[src/hw/rtl/vbrhp_pkg.sv]
// ----------------------------------------------------------------------------
// VBR info header parser package
// Shared types, phase codes, magic words and helpers.
// ----------------------------------------------------------------------------
package vbrhp_pkg;

    localparam logic [2:0] PH_MAGIC  = 3'd0;
    localparam logic [2:0] PH_FLAGS  = 3'd1;
    localparam logic [2:0] PH_FRAMES = 3'd2;
    localparam logic [2:0] PH_BYTES  = 3'd3;
    localparam logic [2:0] PH_TOC    = 3'd4;
    localparam logic [2:0] PH_SCALE  = 3'd5;
    localparam logic [2:0] PH_IDLE   = 3'd6;

    localparam logic [1:0] KIND_ENTRY = 2'd0;
    localparam logic [1:0] KIND_DONE  = 2'd1;
    localparam logic [1:0] KIND_FAIL  = 2'd2;

    localparam logic [31:0] FLAG_FRAMES = 32'h0000_0001;
    localparam logic [31:0] FLAG_BYTES  = 32'h0000_0002;
    localparam logic [31:0] FLAG_TOC    = 32'h0000_0004;
    localparam logic [31:0] FLAG_SCALE  = 32'h0000_0008;

    localparam logic [31:0] MAGIC_XING = 32'h5869_6E67;
    localparam logic [31:0] MAGIC_INFO = 32'h496E_666F;

    localparam logic [6:0] WORD_BYTES = 7'd4;
    localparam logic [6:0] TOC_LEN    = 7'd100;

    localparam int QDEPTH = 4;
    localparam int QPTR_W = $clog2(QDEPTH);
    localparam int QCNT_W = $clog2(QDEPTH + 1);

    typedef struct packed {
        logic [1:0]  kind;
        logic [6:0]  index;
        logic [7:0]  value;
        logic        hkind;
        logic [31:0] flags;
        logic [31:0] frames;
        logic [31:0] bytes;
        logic [31:0] quality;
        logic        last;
    } t_result;

    typedef struct packed {
        logic [1:0] cnt;
        t_result    r0;
        t_result    r1;
    } t_push;

    // next flagged field after phase 'from', or idle when none is left
    function automatic logic [2:0] next_field(input logic [2:0] from,
                                              input logic [31:0] flags);
        logic [2:0] ph;
        ph = PH_IDLE;
        if (from < PH_SCALE && (flags & FLAG_SCALE) != 32'd0) ph = PH_SCALE;
        if (from < PH_TOC && (flags & FLAG_TOC) != 32'd0) ph = PH_TOC;
        if (from < PH_BYTES && (flags & FLAG_BYTES) != 32'd0) ph = PH_BYTES;
        if (from < PH_FRAMES && (flags & FLAG_FRAMES) != 32'd0) ph = PH_FRAMES;
        return ph;
    endfunction

endpackage

[src/hw/rtl/vbrhp_if.sv]
// ----------------------------------------------------------------------------
// VBR info header parser channels
// Input byte channel and result channel, valid/ready handshake.
// ----------------------------------------------------------------------------
interface vbrhp_in_if;
    logic       valid;
    logic       ready;
    logic [7:0] data_byte;
    logic       last_byte;

    modport source (output valid, output data_byte, output last_byte, input ready);
    modport sink (input valid, input data_byte, input last_byte, output ready);
endinterface

interface vbrhp_out_if;
    logic        valid;
    logic        ready;
    logic [1:0]  result_kind;
    logic [6:0]  table_index;
    logic [7:0]  table_value;
    logic        header_kind;
    logic [31:0] flags_word;
    logic [31:0] frame_total;
    logic [31:0] byte_total;
    logic [31:0] quality_scale;
    logic        last_result;

    modport source (output valid, output result_kind, output table_index,
                    output table_value, output header_kind, output flags_word,
                    output frame_total, output byte_total, output quality_scale,
                    output last_result, input ready);
    modport sink (input valid, input result_kind, input table_index,
                  input table_value, input header_kind, input flags_word,
                  input frame_total, input byte_total, input quality_scale,
                  input last_result, output ready);
endinterface

[src/hw/rtl/vbrhp_parser.sv]
// ----------------------------------------------------------------------------
// VBR info header parser core
// Registers one input beat, parses it against the kept header state and
// produces up to two results for the result queue.
// ----------------------------------------------------------------------------
module vbrhp_parser (
    input  logic               i_clk,
    input  logic               i_rst_n,
    input  logic               i_valid,
    input  logic [7:0]         i_byte,
    input  logic               i_last,
    output logic               o_ready,
    input  logic               i_space,
    output vbrhp_pkg::t_push   o_push
);

    logic        r_in_valid;
    logic [7:0]  r_in_byte;
    logic        r_in_last;

    logic [2:0]  r_phase, n_phase;
    logic [6:0]  r_count, n_count;
    logic [31:0] r_shift, n_shift;
    logic [31:0] r_flags, n_flags;
    logic        r_kind, n_kind;
    logic [31:0] r_frames, n_frames;
    logic [31:0] r_bytes, n_bytes;

    logic              fire;
    logic [31:0]       sh;
    logic [6:0]        cnt;
    logic [31:0]       quality;
    logic              done;
    logic              prim_v, sec_v;
    vbrhp_pkg::t_result prim, sec, done_res;

    assign fire    = r_in_valid & i_space;
    assign o_ready = ~r_in_valid | i_space;

    always_ff @(posedge i_clk) begin
        if (!i_rst_n) begin
            r_in_valid <= 1'b0;
        end else if (o_ready) begin
            r_in_valid <= i_valid;
        end
        if (o_ready && i_valid) begin
            r_in_byte <= i_byte;
            r_in_last <= i_last;
        end
    end

    always_comb begin
        n_phase  = r_phase;
        n_count  = r_count;
        n_shift  = r_shift;
        n_flags  = r_flags;
        n_kind   = r_kind;
        n_frames = r_frames;
        n_bytes  = r_bytes;
        sh       = {r_shift[23:0], r_in_byte};
        cnt      = r_count + 7'd1;
        quality  = '0;
        done     = 1'b0;
        prim_v   = 1'b0;
        sec_v    = 1'b0;
        prim     = '0;
        sec      = '0;
        done_res = '0;

        if (r_phase != vbrhp_pkg::PH_IDLE) begin
            n_shift = sh;
            n_count = cnt;
            case (r_phase)
                vbrhp_pkg::PH_MAGIC: begin
                    if (cnt == vbrhp_pkg::WORD_BYTES) begin
                        n_count = '0;
                        n_shift = '0;
                        if (sh == vbrhp_pkg::MAGIC_XING) begin
                            n_kind  = 1'b0;
                            n_phase = vbrhp_pkg::PH_FLAGS;
                        end else if (sh == vbrhp_pkg::MAGIC_INFO) begin
                            n_kind  = 1'b1;
                            n_phase = vbrhp_pkg::PH_FLAGS;
                        end else begin
                            n_flags   = '0;
                            prim_v    = 1'b1;
                            prim.kind = vbrhp_pkg::KIND_FAIL;
                            n_phase   = vbrhp_pkg::PH_IDLE;
                        end
                    end
                end
                vbrhp_pkg::PH_FLAGS, vbrhp_pkg::PH_FRAMES, vbrhp_pkg::PH_BYTES: begin
                    if (cnt == vbrhp_pkg::WORD_BYTES) begin
                        if (r_phase == vbrhp_pkg::PH_FLAGS) begin
                            n_flags = sh;
                        end else if (r_phase == vbrhp_pkg::PH_FRAMES) begin
                            n_frames = sh;
                        end else begin
                            n_bytes = sh;
                        end
                        n_count = '0;
                        n_shift = '0;
                        n_phase = vbrhp_pkg::next_field(r_phase, n_flags);
                        done    = (n_phase == vbrhp_pkg::PH_IDLE);
                    end
                end
                vbrhp_pkg::PH_TOC: begin
                    prim_v     = 1'b1;
                    prim.kind  = vbrhp_pkg::KIND_ENTRY;
                    prim.index = cnt - 7'd1;
                    prim.value = r_in_byte;
                    if (cnt >= vbrhp_pkg::TOC_LEN) begin
                        n_count = '0;
                        n_shift = '0;
                        n_phase = vbrhp_pkg::next_field(r_phase, r_flags);
                        done    = (n_phase == vbrhp_pkg::PH_IDLE);
                    end
                end
                vbrhp_pkg::PH_SCALE: begin
                    if (cnt == vbrhp_pkg::WORD_BYTES) begin
                        quality = sh;
                        done    = 1'b1;
                        n_phase = vbrhp_pkg::PH_IDLE;
                    end
                end
                default: begin
                    n_phase = vbrhp_pkg::PH_IDLE;
                end
            endcase

            done_res.kind    = vbrhp_pkg::KIND_DONE;
            done_res.hkind   = n_kind;
            done_res.flags   = n_flags;
            done_res.frames  = n_frames;
            done_res.bytes   = n_bytes;
            done_res.quality = quality;
            if (done) begin
                if (prim_v) begin
                    sec_v = 1'b1;
                    sec   = done_res;
                end else begin
                    prim_v = 1'b1;
                    prim   = done_res;
                end
            end

            // stream ended before the header was complete
            if (r_in_last && n_phase != vbrhp_pkg::PH_IDLE) begin
                if (prim_v) begin
                    sec_v     = 1'b1;
                    sec       = '0;
                    sec.kind  = vbrhp_pkg::KIND_FAIL;
                end else begin
                    prim_v    = 1'b1;
                    prim      = '0;
                    prim.kind = vbrhp_pkg::KIND_FAIL;
                end
            end
        end

        if (r_in_last) begin
            n_phase  = vbrhp_pkg::PH_MAGIC;
            n_count  = '0;
            n_shift  = '0;
            n_flags  = '0;
            n_kind   = 1'b0;
            n_frames = '0;
            n_bytes  = '0;
        end

        if (sec_v) begin
            sec.last = 1'b1;
        end else begin
            prim.last = prim_v;
        end
    end

    always_comb begin
        o_push.r0  = prim;
        o_push.r1  = sec;
        o_push.cnt = fire ? {1'b0, prim_v} + {1'b0, sec_v} : 2'd0;
    end

    always_ff @(posedge i_clk) begin
        if (!i_rst_n) begin
            r_phase  <= vbrhp_pkg::PH_MAGIC;
            r_count  <= '0;
            r_shift  <= '0;
            r_flags  <= '0;
            r_kind   <= 1'b0;
            r_frames <= '0;
            r_bytes  <= '0;
        end else if (fire) begin
            r_phase  <= n_phase;
            r_count  <= n_count;
            r_shift  <= n_shift;
            r_flags  <= n_flags;
            r_kind   <= n_kind;
            r_frames <= n_frames;
            r_bytes  <= n_bytes;
        end
    end

    a_last_rearms: assert property (@(posedge i_clk) disable iff (!i_rst_n)
        (fire && r_in_last) |=> (r_phase == vbrhp_pkg::PH_MAGIC && r_flags == 32'd0))
        else $error("last beat did not re-arm the parser");

    a_pair_starts_entry: assert property (@(posedge i_clk) disable iff (!i_rst_n)
        (o_push.cnt == 2'd2) |-> (o_push.r0.kind == vbrhp_pkg::KIND_ENTRY))
        else $error("two results without a leading seek entry");

    a_idle_silent: assert property (@(posedge i_clk) disable iff (!i_rst_n)
        (fire && r_phase == vbrhp_pkg::PH_IDLE) |-> (o_push.cnt == 2'd0))
        else $error("result produced while waiting for the last beat");

endmodule

[src/hw/rtl/vbrhp_queue.sv]
// ----------------------------------------------------------------------------
// VBR info header parser result queue
// Four-entry result queue taking up to two results per cycle, one out.
// ----------------------------------------------------------------------------
module vbrhp_queue (
    input  logic               i_clk,
    input  logic               i_rst_n,
    input  vbrhp_pkg::t_push   i_push,
    output logic               o_space,
    output logic               o_valid,
    input  logic               i_ready,
    output vbrhp_pkg::t_result o_res
);

    vbrhp_pkg::t_result r_mem [vbrhp_pkg::QDEPTH];

    logic [vbrhp_pkg::QPTR_W-1:0] r_wr_ptr, r_rd_ptr;
    logic [vbrhp_pkg::QCNT_W-1:0] r_count, n_count;
    logic                         pop;

    assign o_valid = (r_count != '0);
    assign o_res   = r_mem[r_rd_ptr];
    assign pop     = o_valid & i_ready;
    assign o_space = (r_count <= vbrhp_pkg::QCNT_W'(vbrhp_pkg::QDEPTH - 2));
    assign n_count = r_count + vbrhp_pkg::QCNT_W'(i_push.cnt)
                   - vbrhp_pkg::QCNT_W'(pop);

    always_ff @(posedge i_clk) begin
        if (!i_rst_n) begin
            r_wr_ptr <= '0;
            r_rd_ptr <= '0;
            r_count  <= '0;
        end else begin
            r_wr_ptr <= r_wr_ptr + vbrhp_pkg::QPTR_W'(i_push.cnt);
            r_rd_ptr <= r_rd_ptr + vbrhp_pkg::QPTR_W'(pop);
            r_count  <= n_count;
        end
    end

    always_ff @(posedge i_clk) begin
        if (i_push.cnt != 2'd0) begin
            r_mem[r_wr_ptr] <= i_push.r0;
        end
        if (i_push.cnt == 2'd2) begin
            r_mem[r_wr_ptr + vbrhp_pkg::QPTR_W'(1)] <= i_push.r1;
        end
    end

    a_no_overflow: assert property (@(posedge i_clk) disable iff (!i_rst_n)
        (i_push.cnt != 2'd0) |->
        ({1'b0, r_count} + 4'(i_push.cnt) <= 4'(vbrhp_pkg::QDEPTH)))
        else $error("result queue overflow");

    a_count_tracks: assert property (@(posedge i_clk) disable iff (!i_rst_n)
        (r_count != '0) |-> (r_wr_ptr == r_rd_ptr + vbrhp_pkg::QPTR_W'(r_count)))
        else $error("queue pointers disagree with count");

endmodule

[src/hw/rtl/vbr_info_header_parser_top.sv]
// ----------------------------------------------------------------------------
// VBR info header parser top level
// Path: beats are registered, parsed, and their results written to the queue.
// Throughput: one byte beat per cycle; a beat with two results is absorbed by
// the four-entry result queue, which holds off input when under two slots free.
// Reset: synchronous; parser re-armed to await the magic, queue emptied.
// ----------------------------------------------------------------------------
module vbr_info_header_parser_top (
    input  logic           i_clk,
    input  logic           i_rst_n,
    vbrhp_in_if.sink       i_in,
    vbrhp_out_if.source    o_out
);

    vbrhp_pkg::t_push   push;
    vbrhp_pkg::t_result res;
    logic               space;
    logic               ready;
    logic               valid;

    vbrhp_parser u_parser (
        .i_clk   (i_clk),
        .i_rst_n (i_rst_n),
        .i_valid (i_in.valid),
        .i_byte  (i_in.data_byte),
        .i_last  (i_in.last_byte),
        .o_ready (ready),
        .i_space (space),
        .o_push  (push)
    );

    vbrhp_queue u_queue (
        .i_clk   (i_clk),
        .i_rst_n (i_rst_n),
        .i_push  (push),
        .o_space (space),
        .o_valid (valid),
        .i_ready (o_out.ready),
        .o_res   (res)
    );

    assign i_in.ready          = ready;
    assign o_out.valid         = valid;
    assign o_out.result_kind   = res.kind;
    assign o_out.table_index   = res.index;
    assign o_out.table_value   = res.value;
    assign o_out.header_kind   = res.hkind;
    assign o_out.flags_word    = res.flags;
    assign o_out.frame_total   = res.frames;
    assign o_out.byte_total    = res.bytes;
    assign o_out.quality_scale = res.quality;
    assign o_out.last_result   = res.last;

endmodule
[src/flat_wrapper.sv]
// flat-port wrapper written by rule: the top's interface ports become plain ports
module vbr_info_header_parser_top_flat 
  (i_clk, i_rst_n, i_in_valid, i_in_data_byte, i_in_last_byte, i_in_ready, o_out_valid, o_out_result_kind, o_out_table_index, o_out_table_value, o_out_header_kind, o_out_flags_word, o_out_frame_total, o_out_byte_total, o_out_quality_scale, o_out_last_result, o_out_ready);
  vbrhp_in_if i_in_i ();
  vbrhp_out_if o_out_i ();
  input  logic i_clk;
  input  logic i_rst_n;
  input wire logic [$bits(i_in_i.valid)-1:0] i_in_valid;
  input wire logic [$bits(i_in_i.data_byte)-1:0] i_in_data_byte;
  input wire logic [$bits(i_in_i.last_byte)-1:0] i_in_last_byte;
  output wire logic [$bits(i_in_i.ready)-1:0] i_in_ready;
  output wire logic [$bits(o_out_i.valid)-1:0] o_out_valid;
  output wire logic [$bits(o_out_i.result_kind)-1:0] o_out_result_kind;
  output wire logic [$bits(o_out_i.table_index)-1:0] o_out_table_index;
  output wire logic [$bits(o_out_i.table_value)-1:0] o_out_table_value;
  output wire logic [$bits(o_out_i.header_kind)-1:0] o_out_header_kind;
  output wire logic [$bits(o_out_i.flags_word)-1:0] o_out_flags_word;
  output wire logic [$bits(o_out_i.frame_total)-1:0] o_out_frame_total;
  output wire logic [$bits(o_out_i.byte_total)-1:0] o_out_byte_total;
  output wire logic [$bits(o_out_i.quality_scale)-1:0] o_out_quality_scale;
  output wire logic [$bits(o_out_i.last_result)-1:0] o_out_last_result;
  input wire logic [$bits(o_out_i.ready)-1:0] o_out_ready;
  assign i_in_i.valid = i_in_valid;
  assign i_in_i.data_byte = i_in_data_byte;
  assign i_in_i.last_byte = i_in_last_byte;
  assign i_in_ready = i_in_i.ready;
  assign o_out_valid = o_out_i.valid;
  assign o_out_result_kind = o_out_i.result_kind;
  assign o_out_table_index = o_out_i.table_index;
  assign o_out_table_value = o_out_i.table_value;
  assign o_out_header_kind = o_out_i.header_kind;
  assign o_out_flags_word = o_out_i.flags_word;
  assign o_out_frame_total = o_out_i.frame_total;
  assign o_out_byte_total = o_out_i.byte_total;
  assign o_out_quality_scale = o_out_i.quality_scale;
  assign o_out_last_result = o_out_i.last_result;
  assign o_out_i.ready = o_out_ready;
  vbr_info_header_parser_top u_core (.i_clk(i_clk), .i_rst_n(i_rst_n), .i_in(i_in_i), .o_out(o_out_i));
endmodule
[config.mk]
export PLATFORM = sky130hd
export DESIGN_NAME = vbr_info_header_parser_top_flat
export DESIGN_NICKNAME = d
export VERILOG_FILES = /design/src/hw/rtl/vbrhp_pkg.sv /design/src/hw/rtl/vbrhp_if.sv /design/src/hw/rtl/vbrhp_parser.sv /design/src/hw/rtl/vbrhp_queue.sv /design/src/hw/rtl/vbr_info_header_parser_top.sv /design/src/flat_wrapper.sv
export SDC_FILE = /design/constraint.sdc
export NUM_CORES = 1
export LEC_CHECK = 0
export BUFFER_PORTS_ARGS = -buffer_cell sky130_fd_sc_hd__buf_4
export CAP_MARGIN = 20
export CORE_MARGIN = 4
export CORE_UTILIZATION = 50
export CTS_BUF_LIST = sky130_fd_sc_hd__clkbuf_16
export DETAILED_ROUTE_END_ITERATION = 12
export PLACE_DENSITY = 0.67
export SLEW_MARGIN = 20
export SYNTH_ARGS = -nofsm -noshare
export SYNTH_HDL_FRONTEND = slang
export SYNTH_SLANG_ARGS = --single-unit
[constraint.sdc]
create_clock -name i_clk -period 21.5 [get_ports i_clk]
set_clock_uncertainty 0.1 [all_clocks]
set_input_delay 2.15 -clock i_clk [delete_from_list [all_inputs] [get_ports i_clk]]
set_output_delay 2.15 -clock i_clk [all_outputs]
set_load 0.02 [all_outputs]
Yosys cells after proc, flatten, opt, wreduce, memory -nomap -nowiden
Memories as Yosys holds them, arrays and structs flattened. A register that Yosys moved wholly into a read port is not among the register bits.
Cells that the tools add are included.

operators by class
  magnitude comparators = 6
  reductions and logical operators = 17
  add/subtract/negate cells = 8
  muxes and demuxes = 107
  equality and inequality tests = 13
  bitwise logic cells = 4

operators by type and width
  cell                    number
  $mux W147               8
  $mux W32                24
  $mux W146               2
  $mux W24                4
  $eq A32 B31 Y1 const B  2
  $pmux W32 S2            1
  $mux W3                 21
  $pmux W24 S2            1
  $mux W1                 29
  $mux W7                 4
  $mux W2                 8
  $mux W15                1
  $pmux W7 S2             1
  $eq A3 B3 Y1 const B    4
  $pmux W3 S4             1
  $logic_and A1 B1 Y1     10
  $add A7 B1 Y7 const B   1
  $eq A7 B3 Y1 const B    1
  $ge A7 B7 Y1 const B    1
  $sub A7 B1 Y7 const B   1
  $eq A3 B2 Y1 const B    2
  $lt A3 B2 Y1 const B    2
  $lt A3 B3 Y1 const B    2
  $ne A3 B3 Y1 const B    2
  other kinds (20)        22

word-level totals
  memories kept = 1
  output and inout bits = 149
  input port bits = 13
  word-level logic and storage cells = 169
  flip-flop bits (word level) = 148
  bits in writable memories = 588

memory list
  memory                words  width  rd ports  clocked after memory_dff  wr ports  line               source
  u_core.u_queue.r_mem  4      147    1         1                         2         vbrhp_queue.sv:15  vbrhp_pkg::t_result r_mem [vbrhp_pkg::QDEPTH];

Depth between registers and ports, before layout
  depth after elaboration = 27
  gate-level depth with buffers = 19
  mapped depth without buffers = 17

Modules after synthesis
Synthesis repeated with hierarchy kept, for this count alone.

second synthesis, totals
  cells, all modules = 2,514
  area total of the unflattened synthesis = 37,059.3 µm²

modules (own cells, without submodules)
  module        instances  sequential area each (µm²)  area each (µm²)  cells each
  vbrhp_queue   1          17,797.1                    28,808.9         1,471
  vbrhp_parser  1          2,912.8                     8,250.4          1,043

Least setup slack after synthesis
Ideal clock, no wire load.

  path type = register -> register
  start = register u_core.u_parser.r_count[1]
  end = memory u_core.u_queue.r_mem[0][0] in the netlist's numbering (enable)
  library setup time = 1.136 ns
  clock period less this slack = 6.754 ns
  arrival time = 5.518 ns
  path slack = 14.746 ns
  data required time = 20.264 ns
  stages on the path, launching flop included = 17
  buffers on the path = 4
  cell sequence = dfxtp_1 -> ha_1 -> buf_2 -> xnor2_1 -> a31oi_4 -> nor2_1 -> or4b_1 -> buf_2 -> a31oi_2 -> o21a_1 -> inv_1 -> ha_1 -> and3_1 -> clkbuf_1 -> nand3_1 -> clkbuf_1 -> nand2_1

RTL lines
  element                 line                 source
  start, declared         vbrhp_parser.sv:22   logic [6:0] r_count, n_count;
  start signal, assigned  vbrhp_parser.sv:195  r_count <= n_count;
  end, declared           vbrhp_queue.sv:15

==> summary.md <==
| Metric | Value |
|---|---|
| Antenna violations before repair | `0` |
| CP max FO | `68` |
| Hold Buf Count CTS | `0` |
| FF+latch area | `0.02012 sq mm` |
| Post-DR wirelength/cell | `24.47 um` |
| Final count of negative-setup-slack endpoints | `0` |
| Required time reported for the critical path endpoint | `21.63 ns` |
| Final critical-path setup slack | `14.90 ns` |
| Unrepaired setup endpoints after global routing | `false` |
| Ratio of cells with drive above 1 in the final layout | `0.2256` |
| Internal Power | `2556 uW` |
| Synthesized netlist cell count | `2338` |
| CTS tree | `done` |
| Setup fix buffers added after clock tree synthesis | `0` |
| Drt first pass iters | `5` |
| Worst-Skew Late Latency | `0.63 ns` |
| Net count reported at finish | `2423` |
| Antenna Nets Post-Route | `0` |
| Wire length reported by the detailed router | `80.82 mm` |
| Netlist area before placement | `0.03127 sq mm` |
| Netlist cell types | `75` |
| Sw Ratio | `0.2706` |
| Number of hold violations in the final report | `0` |
| Max-slew violations | `0` |
| Kind of launch point of the worst setup path | `flip-flop` |
| Clock Sink Count | `736` |
| Result of the run | `finished, final reports clean` |
| Global-route wire length before repair | `123.0 mm` |
| CORE AREA | `0.06183 sq mm` |
| Via count normalized by instance count | `5.974` |
| Worst Hold Margin | `0.3659 ns` |
| Syn. warnings | `0` |
| Max Cap Viol | `0` |
| Transition time of the tightest slew-check pin | `1.156 ns` |
| Maximum VDD drop | `0.05793 mV` |
| Congestion Overflow GR | `0` |
| Utilization of the core after routing | `0.5709` |
| Resized cells post-CTS | `0` |
| Residual DRC count | `0` |
| Category of the critical setup timing path | `flip-flop to flip-flop` |
| Arrival time reported for the critical path endpoint | `6.74 ns` |
| Post-synthesis to final-layout area growth | `12.89%` |
| Top-level I/O count | `162` |
| Clock power share | `0.361` |
| Final HPWL from detailed placement | `47.48 mm` |
| Longest Clk Path Bufs | `3` |
| Rel. slew slack | `0.2296` |
| Port Buffer Count | `161` |
| Standard-cell row count | `91` |
| Vias in the first global route | `19.21k` |
| Multi-input gate area | `0.01019 sq mm` |
| Pin count of the biggest net entering global routing | `82` |
| Fillcell total | `4947` |
| Post-synth EDFFs | `537` |
| Minimum clock period | `6.602 ns` |
| Most instantiated flip-flop cell in the synthesis netlist | `sky130_fd_sc_hd__edfxtp_1` |
| Worst min-delay path class | `flip-flop to flip-flop` |
| Avg Synthesized Cell Area | `13.37 sq um` |
| Comb power frac | `0.185` |
| Die Span Y | `258.1 um` |
| Num CTS Buffers | `77` |
| DRT iter0 DRCs | `2134` |
| CTS root buf | `sky130_fd_sc_hd__clkbuf_16` |
| Total routing usage reported by global routing | `0.2399` |
| Die ar. | `0.06660 sq mm` |
| Post-Route Setup TNS | `0 ns` |
| H-tree lvl count | `3` |
| Floorplan die width | `258.1 um` |
| Portion of the post-synthesis area used by sequential elements | `0.6431` |
| Most frequent cells in the layout | `607 x sky130_fd_sc_hd__nor2_1, 537 x sky130_fd_sc_hd__edfxtp_1, 197 x sky130_fd_sc_hd__dfxtp_1, 191 x sky130_fd_sc_hd__buf_4, 147 x sky130_fd_sc_hd__mux4_2` |
| Standby leakage power | `0.01102 uW` |
| Number of antenna repair diodes | `0` |
| Reg clk slew, reported paths | `0.06 ns` |
| Total Power Consumption | `3505 uW` |
| Share of total power in sequential cells | `0.453` |
| Peak clock frequency supported by timing | `151.5 MHz` |
| Initial Util | `0.5058` |
| Final GP Congestion | `0.8639` |
| Power per standard cell area | `99.29 mW/mm^2` |
| Psw | `948.5 uW` |
| Flip-flop and latch count after synthesis | `736` |
| Post-synthesis async set-or-reset flop share | `0` |
| Number of nets produced by synthesis | `2360` |
| Commonest non-fill, non-tap cell in the layout | `sky130_fd_sc_hd__nor2_1` |
| Via Count | `19.73k` |
| Final period utilization | `0.3071` |
| Worst setup timing slack at the placement stage | `14.90 ns` |
| Endpoint kind of the worst setup timing path | `flip-flop` |
path summary, 6_finish.rpt:
kind                           startpoint                           end  slack (ns)  cells after the start
max            u_core.u_parser.r_count[2]  u_core.u_queue.r_mem[0][146]       14.90                     11
min          u_core.u_queue.r_mem[3][134]  u_core.u_queue.r_mem[3][134]        0.37                      2
max reg2reg    u_core.u_parser.r_count[2]  u_core.u_queue.r_mem[0][146]       14.90                     11
min reg2reg  u_core.u_queue.r_mem[3][134]  u_core.u_queue.r_mem[3][134]        0.37                      2
critical path: stages (launching register included):
cell and delay (ns):
sky130_fd_sc_hd__dfxtp_1 0.41, sky130_fd_sc_hd__a311oi_2 0.46, sky130_fd_sc_hd__nand4b_1 0.31, sky130_fd_sc_hd__nor2_4 0.78, sky130_fd_sc_hd__a41oi_2 0.21, sky130_fd_sc_hd__nor2b_1 0.24
sky130_fd_sc_hd__o21a_1 0.27, sky130_fd_sc_hd__ha_1 0.33, sky130_fd_sc_hd__and3_1 0.23, sky130_fd_sc_hd__nand3_1 0.68, sky130_fd_sc_hd__nand2_4 1.06, sky130_fd_sc_hd__buf_4 0.91
cells by family after synthesis:
group	share of synthesized area
AO/OA/AOI/OAI	0.06698
XOR/XNOR	0.003921
adder cells (fa/ha/maj)	0.003842
buffers and inverters	0.03369
flip-flops	0.6431
multiplexers	0.1284
AND/OR/NAND/NOR	0.1200
stage by stage:
stage | std cells | cell area (sq um)
after global placement | 3158 | 32870
after global routing | 3302 | 35300
after detailed placement | 3158 | 32870
final | 3302 | 35300
after CTS | 3301 | 35280
after floorplan | 2338 | 31270
per-layer routing:
metal	GRT usage	wire, um	part of all wire
met5	0	0	0
met4	0.05592	1690	0.021
met3	0.03923	5792	0.072
met2	0.3903	39650	0.49
met1	0.3441	33680	0.42
cell usage after synthesis (7+ instances only):
library cell                number  area share
sky130_fd_sc_hd__mux4_2        147        0.11
sky130_fd_sc_hd__inv_1          17      0.0020
sky130_fd_sc_hd__edfxtp_1      537        0.52
sky130_fd_sc_hd__nand2_1        72      0.0086
sky130_fd_sc_hd__nand3_1        66       0.011
sky130_fd_sc_hd__dfxtp_1       199        0.13
sky130_fd_sc_hd__a22oi_2        24      0.0096
sky130_fd_sc_hd__ha_1            8      0.0032
sky130_fd_sc_hd__buf_6          13      0.0047
sky130_fd_sc_hd__buf_1          15      0.0018
sky130_fd_sc_hd__and2_1         11      0.0022
sky130_fd_sc_hd__nor2_4         20      0.0072
sky130_fd_sc_hd__nand2b_1        7      0.0014
sky130_fd_sc_hd__a22oi_1        96       0.023
sky130_fd_sc_hd__o22ai_1         8      0.0016
sky130_fd_sc_hd__a21oi_1        18      0.0029
sky130_fd_sc_hd__xnor2_1        10      0.0028
sky130_fd_sc_hd__nor2_1        608       0.073
sky130_fd_sc_hd__mux2i_1        66       0.021
sky130_fd_sc_hd__clkbuf_1      121       0.015
sky130_fd_sc_hd__a2bb2oi_1      28      0.0078
sky130_fd_sc_hd__nor2_2         32      0.0064
sky130_fd_sc_hd__o21ai_0        67       0.011
sky130_fd_sc_hd__buf_2          55      0.0088
sequential cells by signal, indices dropped and copies added, names as in the netlist:
| register | flops |
|---|---|
| u_core.u_queue.r_mem | 588 |
| u_core.u_parser.r_bytes | 32 |
| u_core.u_parser.r_flags | 32 |
| u_core.u_parser.r_frames | 32 |
| u_core.u_parser.r_shift | 24 |
| u_core.u_parser.r_in_byte | 8 |
| u_core.u_parser.r_count | 7 |
| u_core.u_parser.r_phase | 3 |
| u_core.u_queue.r_count | 3 |
| u_core.u_queue.r_rd_ptr | 2 |
| u_core.u_queue.r_wr_ptr | 2 |
| u_core.u_parser.r_in_last | 1 |
| u_core.u_parser.r_in_valid | 1 |
| u_core.u_parser.r_kind | 1 |
layout make-up:
| class | instances | area share |
|---|---|---|
| clock buffers | 78 | 0.05530 |
| clock inverters | 65 | 0.01273 |
| inverters | 19 | 0.002091 |
| multi-input cells | 1374 | 0.2888 |
| flip-flops and latches | 736 | 0.5699 |
| well taps | 837 | 0.02967 |
| repair buffers | 193 | 0.04151 |
power groups by stage:
stage,combinational [uW],clock (uW),sequential [uW]
after detailed placement,662,0,1620
after floorplan,432,0,1600
after global routing,687,1340,1590
after CTS,664,1290,1590
after global placement,662,0,1620
final,649,1270,1590
(Power assumes the default switching activity.)
